<file path="src/rtl/dcd_pkg.sv">
// shared types and constants of the detection candidate decoder
`default_nettype none

package dcd_pkg;

	localparam int CFG_INDEX_W = 3;
	localparam int CFG_DATA_W  = 17;

	// configuration register indexes
	localparam logic [CFG_INDEX_W-1:0] REG_SCORE_THRESHOLD   = 3'd0;
	localparam logic [CFG_INDEX_W-1:0] REG_ALL_LABELS_MODE   = 3'd1;
	localparam logic [CFG_INDEX_W-1:0] REG_CLASS_OFFSET_STEP = 3'd2;
	localparam logic [CFG_INDEX_W-1:0] REG_CLASS_COUNT       = 3'd3;
	localparam logic [CFG_INDEX_W-1:0] REG_COEFF_COUNT       = 3'd4;

	// register reset values
	localparam logic [16:0] RST_SCORE_THRESHOLD   = 17'd16384;
	localparam logic        RST_ALL_LABELS_MODE   = 1'b1;
	localparam logic [15:0] RST_CLASS_OFFSET_STEP = 16'd7680;
	localparam logic [8:0]  RST_CLASS_COUNT       = 9'd80;
	localparam logic [6:0]  RST_COEFF_COUNT       = 7'd32;

	// candidate handed from the row parser to the scoring pipeline
	typedef struct packed {
		logic [7:0]          label;
		logic signed [31:0]  class_val;
		logic signed [31:0]  objectness;
		logic signed [31:0]  center_x;
		logic signed [31:0]  center_y;
		logic signed [30:0]  half_w;
		logic signed [30:0]  half_h;
		logic [15:0]         row;
	} cand_t;

endpackage

`default_nettype wire

</file>
<file path="src/rtl/dcd_channels.sv">
// valid/ready channel interfaces for prediction values and candidates
`default_nettype none

interface dcd_in_if;
	logic               valid;
	logic               ready;
	logic signed [31:0] value;
	logic               start_of_image;

	modport source (output valid, output value, output start_of_image, input ready);
	modport sink (input valid, input value, input start_of_image, output ready);
endinterface

interface dcd_out_if;
	logic               valid;
	logic               ready;
	logic signed [40:0] left_edge;
	logic signed [40:0] top_edge;
	logic signed [40:0] right_edge;
	logic signed [40:0] bottom_edge;
	logic [7:0]         label;
	logic signed [31:0] score;
	logic [15:0]        row_index;

	modport source (output valid, output left_edge, output top_edge, output right_edge,
		output bottom_edge, output label, output score, output row_index, input ready);
	modport sink (input valid, input left_edge, input top_edge, input right_edge,
		input bottom_edge, input label, input score, input row_index, output ready);
endinterface

`default_nettype wire

</file>
<file path="src/rtl/dcd_row_parser.sv">
// row position tracking, box capture and class candidate selection
`default_nettype none

module dcd_row_parser #(
	parameter int MAX_CLASSES = 256,
	parameter int MAX_COEFFS  = 64
) (
	input  wire                clk,
	input  wire                arst_n,
	input  wire                take,
	input  wire signed [31:0]  value,
	input  wire                start_of_image,
	input  wire                all_labels_mode,
	input  wire [8:0]          class_count,
	input  wire [6:0]          coeff_count,
	output logic               cand_valid,
	output dcd_pkg::cand_t     cand
);

	localparam logic [8:0] POS_CX     = 9'd0;
	localparam logic [8:0] POS_CY     = 9'd1;
	localparam logic [8:0] POS_W      = 9'd2;
	localparam logic [8:0] POS_H      = 9'd3;
	localparam logic [8:0] POS_OBJ    = 9'd4;
	localparam logic [8:0] CLASS_BASE = 9'd5;

	logic [8:0]         pos_q;
	logic [15:0]        row_q;
	logic signed [31:0] cx_q, cy_q, bw_q, bh_q, obj_q, best_q;
	logic [7:0]         best_lab_q;

	logic [8:0]  nc;
	logic [6:0]  nm;
	logic [9:0]  row_len;
	logic [8:0]  p;
	logic [15:0] row_now;
	logic        is_class;
	logic [8:0]  lab_wide;
	logic        is_last;
	logic        new_best;

	always_comb begin
		nc = class_count;
		if (class_count == 9'd0)
			nc = 9'd1;
		else if ({23'd0, class_count} > MAX_CLASSES)
			nc = 9'(MAX_CLASSES);
		nm = coeff_count;
		if ({25'd0, coeff_count} > MAX_COEFFS)
			nm = 7'(MAX_COEFFS);
		row_len = {1'b0, CLASS_BASE} + {1'b0, nc} + {3'd0, nm};
	end

	assign p        = start_of_image ? 9'd0 : pos_q;
	assign row_now  = start_of_image ? 16'd0 : row_q;
	assign is_class = (p >= CLASS_BASE) && ({1'b0, p} < {1'b0, CLASS_BASE} + {1'b0, nc});
	assign lab_wide = p - CLASS_BASE;
	assign is_last  = lab_wide == nc - 9'd1;
	assign new_best = (lab_wide == 9'd0) || (value > best_q);

	always_comb begin
		cand_valid        = is_class && (all_labels_mode || is_last);
		cand.label        = all_labels_mode ? lab_wide[7:0]
			: (new_best ? lab_wide[7:0] : best_lab_q);
		cand.class_val    = (all_labels_mode || new_best) ? value : best_q;
		cand.objectness   = obj_q;
		cand.center_x     = cx_q;
		cand.center_y     = cy_q;
		cand.half_w       = bw_q[31:1];
		cand.half_h       = bh_q[31:1];
		cand.row          = row_now;
	end

	always_ff @(posedge clk or negedge arst_n) begin
		if (!arst_n) begin
			pos_q      <= '0;
			row_q      <= '0;
			cx_q       <= '0;
			cy_q       <= '0;
			bw_q       <= '0;
			bh_q       <= '0;
			obj_q      <= '0;
			best_q     <= '0;
			best_lab_q <= '0;
		end else if (take) begin
			unique case (p)
				POS_CX:  cx_q  <= value;
				POS_CY:  cy_q  <= value;
				POS_W:   bw_q  <= value;
				POS_H:   bh_q  <= value;
				POS_OBJ: obj_q <= value;
				default: begin
					if (is_class && new_best) begin
						best_q     <= value;
						best_lab_q <= lab_wide[7:0];
					end
				end
			endcase
			// past the row end also wraps, so a shortened row recovers
			if ({1'b0, p} + 10'd1 >= row_len) begin
				pos_q <= '0;
				if (row_now != 16'hffff)
					row_q <= row_now + 16'd1;
				else
					row_q <= row_now;
			end else begin
				pos_q <= p + 9'd1;
				row_q <= row_now;
			end
		end
	end

endmodule

`default_nettype wire

</file>
<file path="src/rtl/detection_candidate_decoder.sv">
// top level: configuration registers and the scoring and box pipeline
`default_nettype none

// Takes one prediction value per cycle and emits box candidates. Rows are
// cx, cy, w, h, objectness, class_count class scores and coeff_count skipped
// values. A class value that may give a candidate passes three register
// stages: capture, the 32x32 objectness product with the label offset
// product, then threshold test, score saturation and edge sums in the output
// register. The input accepts a value every cycle; it only holds off when the
// output register is full and stalled and the stages behind it are occupied.
module detection_candidate_decoder #(
	parameter int MAX_CLASSES = 256,
	parameter int MAX_COEFFS  = 64
) (
	input  wire                                   clk,
	input  wire                                   arst_n,
	dcd_in_if.sink                                in_ch,
	dcd_out_if.source                             out_ch,
	input  wire                                   cfg_we,
	input  wire [dcd_pkg::CFG_INDEX_W-1:0]        cfg_index,
	input  wire [dcd_pkg::CFG_DATA_W-1:0]         cfg_data
);

	logic [16:0] thr_q;
	logic        all_labels_q;
	logic [15:0] step_q;
	logic [8:0]  class_count_q;
	logic [6:0]  coeff_count_q;

	always_ff @(posedge clk or negedge arst_n) begin
		if (!arst_n) begin
			thr_q         <= dcd_pkg::RST_SCORE_THRESHOLD;
			all_labels_q  <= dcd_pkg::RST_ALL_LABELS_MODE;
			step_q        <= dcd_pkg::RST_CLASS_OFFSET_STEP;
			class_count_q <= dcd_pkg::RST_CLASS_COUNT;
			coeff_count_q <= dcd_pkg::RST_COEFF_COUNT;
		end else if (cfg_we) begin
			unique case (cfg_index)
				dcd_pkg::REG_SCORE_THRESHOLD:   thr_q         <= cfg_data[16:0];
				dcd_pkg::REG_ALL_LABELS_MODE:   all_labels_q  <= cfg_data[0];
				dcd_pkg::REG_CLASS_OFFSET_STEP: step_q        <= cfg_data[15:0];
				dcd_pkg::REG_CLASS_COUNT:       class_count_q <= cfg_data[8:0];
				dcd_pkg::REG_COEFF_COUNT:       coeff_count_q <= cfg_data[6:0];
				default: ;
			endcase
		end
	end

	logic           rdy1, rdy2, rdy3;
	logic           take;
	logic           cand_valid;
	dcd_pkg::cand_t cand;

	logic               v_s1, v_s2;
	dcd_pkg::cand_t     cand_s1, cand_s2;
	logic signed [63:0] prod_s2;
	logic [23:0]        off_s2;

	logic               out_v_q;
	logic signed [40:0] left_q, top_q, right_q, bottom_q;
	logic [7:0]         label_q;
	logic signed [31:0] score_q;
	logic [15:0]        row_idx_q;

	assign rdy3        = !out_v_q || out_ch.ready;
	assign rdy2        = !v_s2 || rdy3;
	assign rdy1        = !v_s1 || rdy2;
	assign in_ch.ready = rdy1;
	assign take        = in_ch.valid && rdy1;

	dcd_row_parser #(
		.MAX_CLASSES (MAX_CLASSES),
		.MAX_COEFFS  (MAX_COEFFS)
	) u_parser (
		.clk             (clk),
		.arst_n          (arst_n),
		.take            (take),
		.value           (in_ch.value),
		.start_of_image  (in_ch.start_of_image),
		.all_labels_mode (all_labels_q),
		.class_count     (class_count_q),
		.coeff_count     (coeff_count_q),
		.cand_valid      (cand_valid),
		.cand            (cand)
	);

	// stage 1: capture the candidate
	always_ff @(posedge clk or negedge arst_n) begin
		if (!arst_n)
			v_s1 <= 1'b0;
		else if (rdy1)
			v_s1 <= take && cand_valid;
	end

	always_ff @(posedge clk) begin
		if (take && cand_valid)
			cand_s1 <= cand;
	end

	// stage 2: confidence product and label offset product
	always_ff @(posedge clk or negedge arst_n) begin
		if (!arst_n)
			v_s2 <= 1'b0;
		else if (rdy2)
			v_s2 <= v_s1;
	end

	always_ff @(posedge clk) begin
		if (rdy2 && v_s1) begin
			cand_s2 <= cand_s1;
			prod_s2 <= cand_s1.objectness * cand_s1.class_val;
			off_s2  <= cand_s1.label * step_q;
		end
	end

	// stage 3: threshold, saturation and edges
	logic signed [47:0] conf;
	logic               pass;
	logic signed [31:0] score_sat;
	logic signed [40:0] off41, cx41, cy41, hw41, hh41;

	always_comb begin
		conf = prod_s2[63:16];
		pass = conf > $signed({31'd0, thr_q});
		if (conf > 48'sh0000_7fff_ffff)
			score_sat = 32'sh7fff_ffff;
		else if (conf < -48'sh0000_8000_0000)
			score_sat = 32'sh8000_0000;
		else
			score_sat = conf[31:0];
		off41 = {1'b0, off_s2, 16'd0};
		cx41  = {{9{cand_s2.center_x[31]}}, cand_s2.center_x};
		cy41  = {{9{cand_s2.center_y[31]}}, cand_s2.center_y};
		hw41  = {{10{cand_s2.half_w[30]}}, cand_s2.half_w};
		hh41  = {{10{cand_s2.half_h[30]}}, cand_s2.half_h};
	end

	always_ff @(posedge clk or negedge arst_n) begin
		if (!arst_n)
			out_v_q <= 1'b0;
		else if (rdy3)
			out_v_q <= v_s2 && pass;
	end

	always_ff @(posedge clk) begin
		if (rdy3 && v_s2) begin
			left_q    <= cx41 - hw41 + off41;
			top_q     <= cy41 - hh41 + off41;
			right_q   <= cx41 + hw41 + off41;
			bottom_q  <= cy41 + hh41 + off41;
			label_q   <= cand_s2.label;
			score_q   <= score_sat;
			row_idx_q <= cand_s2.row;
		end
	end

	assign out_ch.valid       = out_v_q;
	assign out_ch.left_edge   = left_q;
	assign out_ch.top_edge    = top_q;
	assign out_ch.right_edge  = right_q;
	assign out_ch.bottom_edge = bottom_q;
	assign out_ch.label       = label_q;
	assign out_ch.score       = score_q;
	assign out_ch.row_index   = row_idx_q;

	// an emitted score always clears the threshold
	a_score_above_thr: assert property (@(posedge clk) disable iff (!arst_n)
		out_v_q |-> score_q > $signed({15'd0, thr_q}))
		else $error("candidate score not above threshold");

	// a stalled output freezes the product stage
	a_s2_holds: assert property (@(posedge clk) disable iff (!arst_n)
		out_v_q && !out_ch.ready && v_s2 |=> v_s2 && $stable(prod_s2))
		else $error("product stage moved under output stall");

	// an empty capture stage never blocks the input
	a_ready_when_empty: assert property (@(posedge clk) disable iff (!arst_n)
		!v_s1 |-> in_ch.ready)
		else $error("input held off with empty capture stage");

	// only candidate beats enter the pipeline
	a_s1_only_cands: assert property (@(posedge clk) disable iff (!arst_n)
		rdy1 && !(take && cand_valid) |=> !v_s1)
		else $error("capture stage filled without a candidate");

endmodule

`default_nettype wire
</file>
<file path="src/flat_wrapper.sv">
// flat-port wrapper written by rule: the top's interface ports become plain ports
module detection_candidate_decoder_flat 
#(
	parameter int MAX_CLASSES = 256,
	parameter int MAX_COEFFS  = 64
)
  (clk, arst_n, cfg_we, cfg_index, cfg_data, in_ch_valid, in_ch_value, in_ch_start_of_image, in_ch_ready, out_ch_valid, out_ch_left_edge, out_ch_top_edge, out_ch_right_edge, out_ch_bottom_edge, out_ch_label, out_ch_score, out_ch_row_index, out_ch_ready);
  dcd_in_if in_ch_i ();
  dcd_out_if out_ch_i ();
  input  wire clk;
  input  wire arst_n;
  input  wire cfg_we;
  input  wire [dcd_pkg::CFG_INDEX_W-1:0] cfg_index;
  input  wire [dcd_pkg::CFG_DATA_W-1:0] cfg_data;
  input wire logic [$bits(in_ch_i.valid)-1:0] in_ch_valid;
  input wire logic [$bits(in_ch_i.value)-1:0] in_ch_value;
  input wire logic [$bits(in_ch_i.start_of_image)-1:0] in_ch_start_of_image;
  output wire logic [$bits(in_ch_i.ready)-1:0] in_ch_ready;
  output wire logic [$bits(out_ch_i.valid)-1:0] out_ch_valid;
  output wire logic [$bits(out_ch_i.left_edge)-1:0] out_ch_left_edge;
  output wire logic [$bits(out_ch_i.top_edge)-1:0] out_ch_top_edge;
  output wire logic [$bits(out_ch_i.right_edge)-1:0] out_ch_right_edge;
  output wire logic [$bits(out_ch_i.bottom_edge)-1:0] out_ch_bottom_edge;
  output wire logic [$bits(out_ch_i.label)-1:0] out_ch_label;
  output wire logic [$bits(out_ch_i.score)-1:0] out_ch_score;
  output wire logic [$bits(out_ch_i.row_index)-1:0] out_ch_row_index;
  input wire logic [$bits(out_ch_i.ready)-1:0] out_ch_ready;
  assign in_ch_i.valid = in_ch_valid;
  assign in_ch_i.value = in_ch_value;
  assign in_ch_i.start_of_image = in_ch_start_of_image;
  assign in_ch_ready = in_ch_i.ready;
  assign out_ch_valid = out_ch_i.valid;
  assign out_ch_left_edge = out_ch_i.left_edge;
  assign out_ch_top_edge = out_ch_i.top_edge;
  assign out_ch_right_edge = out_ch_i.right_edge;
  assign out_ch_bottom_edge = out_ch_i.bottom_edge;
  assign out_ch_label = out_ch_i.label;
  assign out_ch_score = out_ch_i.score;
  assign out_ch_row_index = out_ch_i.row_index;
  assign out_ch_i.ready = out_ch_ready;
  detection_candidate_decoder #(.MAX_CLASSES(MAX_CLASSES), .MAX_COEFFS(MAX_COEFFS)) u_core (.clk(clk), .arst_n(arst_n), .in_ch(in_ch_i), .out_ch(out_ch_i), .cfg_we(cfg_we), .cfg_index(cfg_index), .cfg_data(cfg_data));
endmodule
</file>
<file path="config.mk">
export PLATFORM = sky130hd
export DESIGN_NAME = detection_candidate_decoder_flat
export DESIGN_NICKNAME = d
export VERILOG_FILES = /design/src/rtl/dcd_pkg.sv /design/src/rtl/dcd_channels.sv /design/src/rtl/dcd_row_parser.sv /design/src/rtl/detection_candidate_decoder.sv /design/src/flat_wrapper.sv
export SDC_FILE = /design/constraint.sdc
export NUM_CORES = 2
export LEC_CHECK = 0
export BUFFER_PORTS_ARGS = -buffer_cell sky130_fd_sc_hd__buf_2
export CAP_MARGIN = 20
export CORE_UTILIZATION = 55
export DETAILED_ROUTE_END_ITERATION = 7
export HOLD_SLACK_MARGIN = 0.15
export PLACE_DENSITY = 0.76
export SLEW_MARGIN = 5
export SYNTH_ARGS = -nofsm -noshare
export SYNTH_HDL_FRONTEND = slang
export SYNTH_HIERARCHICAL = 1
export SYNTH_SLANG_ARGS = --single-unit
</file>
<file path="constraint.sdc">
create_clock -name clk -period 10.05 [get_ports clk]
set_input_delay 1.005 -clock clk [delete_from_list [all_inputs] [get_ports clk]]
set_output_delay 1.005 -clock clk [all_outputs]
set_load 0.005 [all_outputs]
</file>
; ---- Yosys cells after proc, flatten, opt, wreduce, memory -nomap -nowiden
; Index checks and enable logic that the tools add are counted.
[word_totals]
ff_bits = 950
input_bits = 58
out_inout_bits = 222
wordCells = 122
[op_classes]
add_sub_neg = 15
n_mul = 2
order_cmp = 9
n_eq_ne = 10
muxes = 12
bitwise = 1
n_reduce_logical = 33
[ops]
columns = op, count
row1 = $add A41 B41 Y41, 4
row2 = $add A32 B31 Y33, 2
row3 = $sub A32 B31 Y33, 2
row4 = $mul A32 B32 Y64, 1
row5 = $mux W32, 2
row6 = $gt A48 B18 Y1, 1
row7 = $gt A48 B32 Y1 const B, 1
row8 = $lt A48 B32 Y1 const B, 1
row9 = $mux W16, 3
row10 = $mux W9, 4
row11 = $gt A32 B32 Y1, 1
row12 = $logic_not A9 Y1, 3
row13 = $mul A8 B16 Y24, 1
row14 = $reduce_and A2 Y1, 10
row15 = $eq A9 B2 Y1 const B, 2
row16 = $add A16 B1 Y16 const B, 1
row17 = $mux W8, 2
row18 = $ne A16 B16 Y1 const B, 1
row19 = $add A10 B7 Y10, 1
row20 = $add A3 B9 Y10 const A, 1
row21 = $add A9 B1 Y10 const B, 1
row22 = $ge A10 B10 Y1, 1
row23 = $lt A9 B10 Y1, 1
row24 = $add A9 B1 Y9 const B, 1
row25 = other kinds (19), 34

; ---- Longest topological paths before layout
[depth]
depth_word = 8
depth_mapped = 29
mapped_depth_nobuf = 28

; ---- Cells and area by module
; Netlist, hierarchy kept.
[modules_own_cells]
columns = mod, instances, cells_each, area_per_inst_um2, seq_area_each_um2
row1 = detection_candidate_decoder, 1, 6558, 72427.0, 20976.4
row2 = dcd_row_parser, 1, 968, 11604.9, 5580.4

; ---- Worst setup path before layout
; OpenSTA, ideal clock, no wires.
[synth_path]
path_kind = in2reg
startpoint = input out_ch_ready
endpoint = register u_core.bottom_q[10], in the netlist u_core/out_ch.bottom_edge[10] (enable)
setup_time_ps = 826
arrival_time_ps = 10695
setup_slack_ps = -1471
cell_stages = 2
cell_sequence = nor2b_1 nor2b_1
[synth_between]
elab_chain_cells = 2
[synth_lines]
columns = element, line
row1 = "start, declared", flat_wrapper.sv:27  ; input wire logic [$bits(out_ch_i.ready)-1:0] out_ch_ready;
row2 = $logic_or A1 B1 Y1, detection_candidate_decoder.sv:65  ; assign rdy3 = !out_v_q || out_ch.ready;
row3 = $logic_and A1 B1 Y1, detection_candidate_decoder.sv:146  ; if (rdy3 && v_s2) begin
row4 = "end signal, assigned", detection_candidate_decoder.sv:150  ; bottom_q <= cy41 + hh41 + off41;
row5 = "end, declared", detection_candidate_decoder.sv:60  ; logic signed [40:0] left_q, top_q, right_q, bottom_q;
; No other way between the ends.
; A chain may end at the register's enable or synchronous reset.

; ---- Worst setup path in the final report
[layout_path]
startpoint = register u_core/cand_s1[181] (netlist bit)
endpoint = register u_core.prod_s2[63], data pin
[layout_between]
elab_chain_cells = 1
[layout_lines]
columns = element, line
row1 = "start, declared", detection_candidate_decoder.sv:55  ; dcd_pkg::cand_t cand_s1, cand_s2;
row2 = "start signal, assigned", detection_candidate_decoder.sv:97  ; cand_s1 <= cand;
row3 = $mul A32 B32 Y64, detection_candidate_decoder.sv:111  ; prod_s2 <= cand_s1.objectness * cand_s1.class_val;
row4 = "end signal, assigned", detection_candidate_decoder.sv:111
row5 = "end, declared", detection_candidate_decoder.sv:56  ; logic signed [63:0] prod_s2;
; No other way between the ends.

==> reports/qor.yml <==
swShare_pct: 43.06
cts_tree: "built"
min-delay-start: "u_core/cand_s1[64]$_DFFE_PP_"
dr.first_iter.drc_count: 3544
cap_viol_max_count: 0
fp.dieW_um: 392.9
clkSlewWorstSetupHoldPaths_ns: 0.07
holdPathEnd: "u_core/cand_s2[64]$_DFFE_PP_"
reg2reg_depth: 25
ir_worst_vdd_mv: 0.6458
cp-end-kind: "flop"
first_global_vias: 58770
yosysMostFrequentCell: "inv_1"
num_rows: 143
final.setup.worst_slack_ns: 0.8645
antenna_found_initial: 10
yosysSeqAreaShare_pct: 31.60
grt_pass1_wl_um: 324400
nets: 9588
synthFlopType: "edfxtp_1"
dp_hpwl_um: 159500
powerDensity_nw_per_um2: 277.8
coreArea_um2: 151700
cp.arrival_ns: 9.69
grt_max_degree: 150
period_share_pct: 91.40
routedWlPerCell_um: 20.58
layout-area-overhead-vs-synth_pct: 8.983
cts_sinks: 930
synth_area_leaders: "fa_1 (30%), edfxtp_1 (23%), dfrtp_1 (8.0%)"
finalClockSkew_ns: 0.07759
io_buffers: 279
dp_slack_ns: 0.7864
syn_nets: 9377
finalWorstPathRequiredPeriod_ns: 9.185
syn_area_um2: 84030
dpl_cell_area_um2: 87710
synth_top_area_cell: "fa_1"
multi_input_area_um2: 50930
ant_nets: 0
synth_warnings: 6
rsz0062_at_grt: "no"
r2r_start: "u_core/cand_s1[181]$_DFFE_PP_"
async_flop_share_pct: 29.68
r2r-end: "u_core/prod_s2[63]$_DFFE_PP_"
status: "complete, no violations"
dr.pass1.iters: 6
finalSetupViolCount: 0
p_comb_share_pct: 61.5
final_area_um2: 91580
p_int_mw: 14.49
drc: 0
die_area_um2: 154400
worst_pin_slew_ns: 1.181
setup_tns_ns: 0
overflow: 0
synth_cell_types: 92
p_leak_nw: 42.16
cts_made_buffers: 100
netlist_top_cells_count: "inv_1 (1473), fa_1 (1266), nand2_1 (770), edfxtp_1 (654), and2_1 (577)"
clockPowerShare_pct: 15.4
synth_top_area_share_pct: 30.16
fin_cells: 9863
synth_edf_count: 654
finalHoldViolations: 0
vias: 54160
slew_headroom_pct: 21.29
grtUsageTotal_pct: 27.35
via_per_inst: 5.491
required_ns: 10.56
io_pins: 280
rrSetupSlack_ns: 0.86
cts-root-buf: "clkbuf_16"
critPathKind: "reg -> reg"
path_max_fanout: 23
dieHeight_um: 392.9
worstHoldPathCells: 0
initial_core_util_pct: 55.38
regArea_um2: 26560
clock_latency_ns: 0.76
drive_gt1_share_pct: 10.65
switchingPower_mw: 10.96
drt-total-wl_um: 203000
pwr-share-seq_pct: 23.1
max_freq_mhz: 108.9
syn_area_per_cell_um2: 11.17
min-delay-path-class: "reg -> reg"
timing.hold.ws_ns: 0.3790
final_max_slew_viol_count: 0
ys_ff_latch: 930
h-tree-depth: 3
num-fill-cells: 11980
syn_inst: 7526
dp_cells: 9654
place_congestion: 0.9211
clk_path_buf_depth: 3
cp-start-kind: "flop"
-- worst max-delay path: stages (launching register included) --
cell and delay [ns]:
edfxtp_1 1.10, buf_4 0.36, and2_1 0.17, fa_1 0.41
inv_1 0.24, fa_1 0.47, inv_1 0.22, fa_1 0.50
fa_1 0.87, inv_1 0.38, fa_1 0.57, inv_1 0.05
fa_1 0.52, inv_1 0.05, fa_1 0.47, fa_1 0.52
inv_1 0.04, ha_1 0.32, inv_1 0.09, o21bai_1 0.08
a21oi_1 0.21, nor2b_1 0.22, a21oi_1 0.17, o41ai_2 0.56
mux2i_1 0.25, nand4_1 0.10
-- area by class of cell --
cell class,instances,share of cell area (%)
Antenna cell,8,0.02186
Tap cell,2030,2.773
Inverter,1475,6.054
Clock inverter,71,0.9659
Timing Repair Buffer,378,2.634
Multi-Input combinational cell,4852,55.62
Sequential cell,930,29.00
Clock buffer,119,2.936
-- worst max path at each step --
stage | slack (ns) | to | startpoint
after floorplan | 1.82 | u_core/cand_s1[0]$_DFFE_PP_ | u_core/class_count_q[5]$_DFFE_PN0P_
after global placement | 1.03 | u_core/prod_s2[56]$_DFFE_PP_ | u_core/cand_s1[190]$_DFFE_PP_
after detailed placement | 0.79 | u_core/prod_s2[56]$_DFFE_PP_ | u_core/cand_s1[186]$_DFFE_PP_
after CTS | 0.80 | u_core/prod_s2[56]$_DFFE_PP_ | u_core/cand_s1[186]$_DFFE_PP_
after global routing | 0.42 | u_core/prod_s2[56]$_DFFE_PP_ | u_core/cand_s1[176]$_DFFE_PP_
final | 0.86 | u_core/prod_s2[63]$_DFFE_PP_ | u_core/cand_s1[181]$_DFFE_PP_
-- power by group through the flow --
| stage | combinational [mW] | sequential (mW) | clock (mW) |
|---|---|---|---|
| floorplan | 11.6 | 5.77 | 0 |
| global placement | 15.1 | 5.90 | 0 |
| detailed placement | 15.5 | 5.93 | 0 |
| CTS | 15.7 | 5.86 | 4.01 |
| global route | 17.7 | 5.91 | 4.16 |
| finish | 15.6 | 5.87 | 3.93 |
-- kinds of logic (layout without fill, tap and decap cells) --
| logic type | count (synthesis) | in the layout | share of synthesized area [%] |
|---|---|---|---|
| AO/OA/AOI/OAI | 658 | 658 | 5.077 |
| XOR/XNOR | 252 | 252 | 2.627 |
| multiplexers | 273 | 273 | 3.691 |
| flip-flops | 930 | 930 | 31.60 |
| AND/OR/NAND/NOR | 1876 | 1876 | 11.16 |
| buffers and inverters | 1744 | 2043 | 7.838 |
| adder cells (fa/ha/maj) | 1793 | 1793 | 38.01 |
| other | 0 | 8 | 0 |
-- cell usage in the layout, fill, tap and decap left out, drive strengths merged, types with 8 or more instances in the layout --
master	netlist	layout
inv	1475	1481
fa	1266	1266
nand2	770	770
edfxtp	654	654
and2	577	577
ha	527	527
buf	26	377
mux2	268	268
dfrtp	267	267
a21oi	222	222
xnor2	170	170
nor2	158	158
o21ai	136	136
clkbuf	243	119
a21o	87	87
xor2	82	82
nor2b	80	80
nand3	57	57
nand2b	52	52
nand4	47	47
clkinv	0	43
nor3	39	39
o21a	33	33
o21bai	29	29
and3	24	24
nor4	24	24
a211oi	23	23
a31oi	15	15
or3	15	15
bufinv	0	12
o211ai	11	11
o31ai	11	11
clkinvlp	0	10
a21boi	9	9
dfstp	9	9
diode	0	8
or2	8	8
a2111oi	8	8
-- state kept, by name (all words and copies together), names as in the netlist, 40 cells and up --
| name | count |
|---|---|
| u_core/cand_s2 | 150 |
| u_core/out_ch.right_edge | 40 |
| u_core/cand_s1 | 214 |
| u_core/prod_s2 | 48 |
| u_core/out_ch.left_edge | 41 |
| u_core/out_ch.bottom_edge | 40 |
| u_core/out_ch.top_edge | 41 |
-- per-layer routing --
metal	track usage, %	up-vias	part of all wire (%)
met2	47.76	1911	51
met4	11.77	2	4.5
li1	-	24090	-
met1	33.67	27690	38
met5	0	-	0.0054
met3	4.192	468	6.5
-- per-stage QoR --
step	power [mW]	utilization, %
2_1_floorplan	17.35	-
5_1_grt	27.82	60.35
3_5_place_dp	21.41	57.81
3_3_place_gp	21.02	57.77
6_report	25.44	60.36
4_1_cts	25.61	60.17
-- what timing repair did --
action	4_1_cts	5_1_grt
setup buffers	0	0
hold buffers	1	0
hold endpoints to repair	29	0
resized for setup	0	0
(Power assumes the default switching activity.)
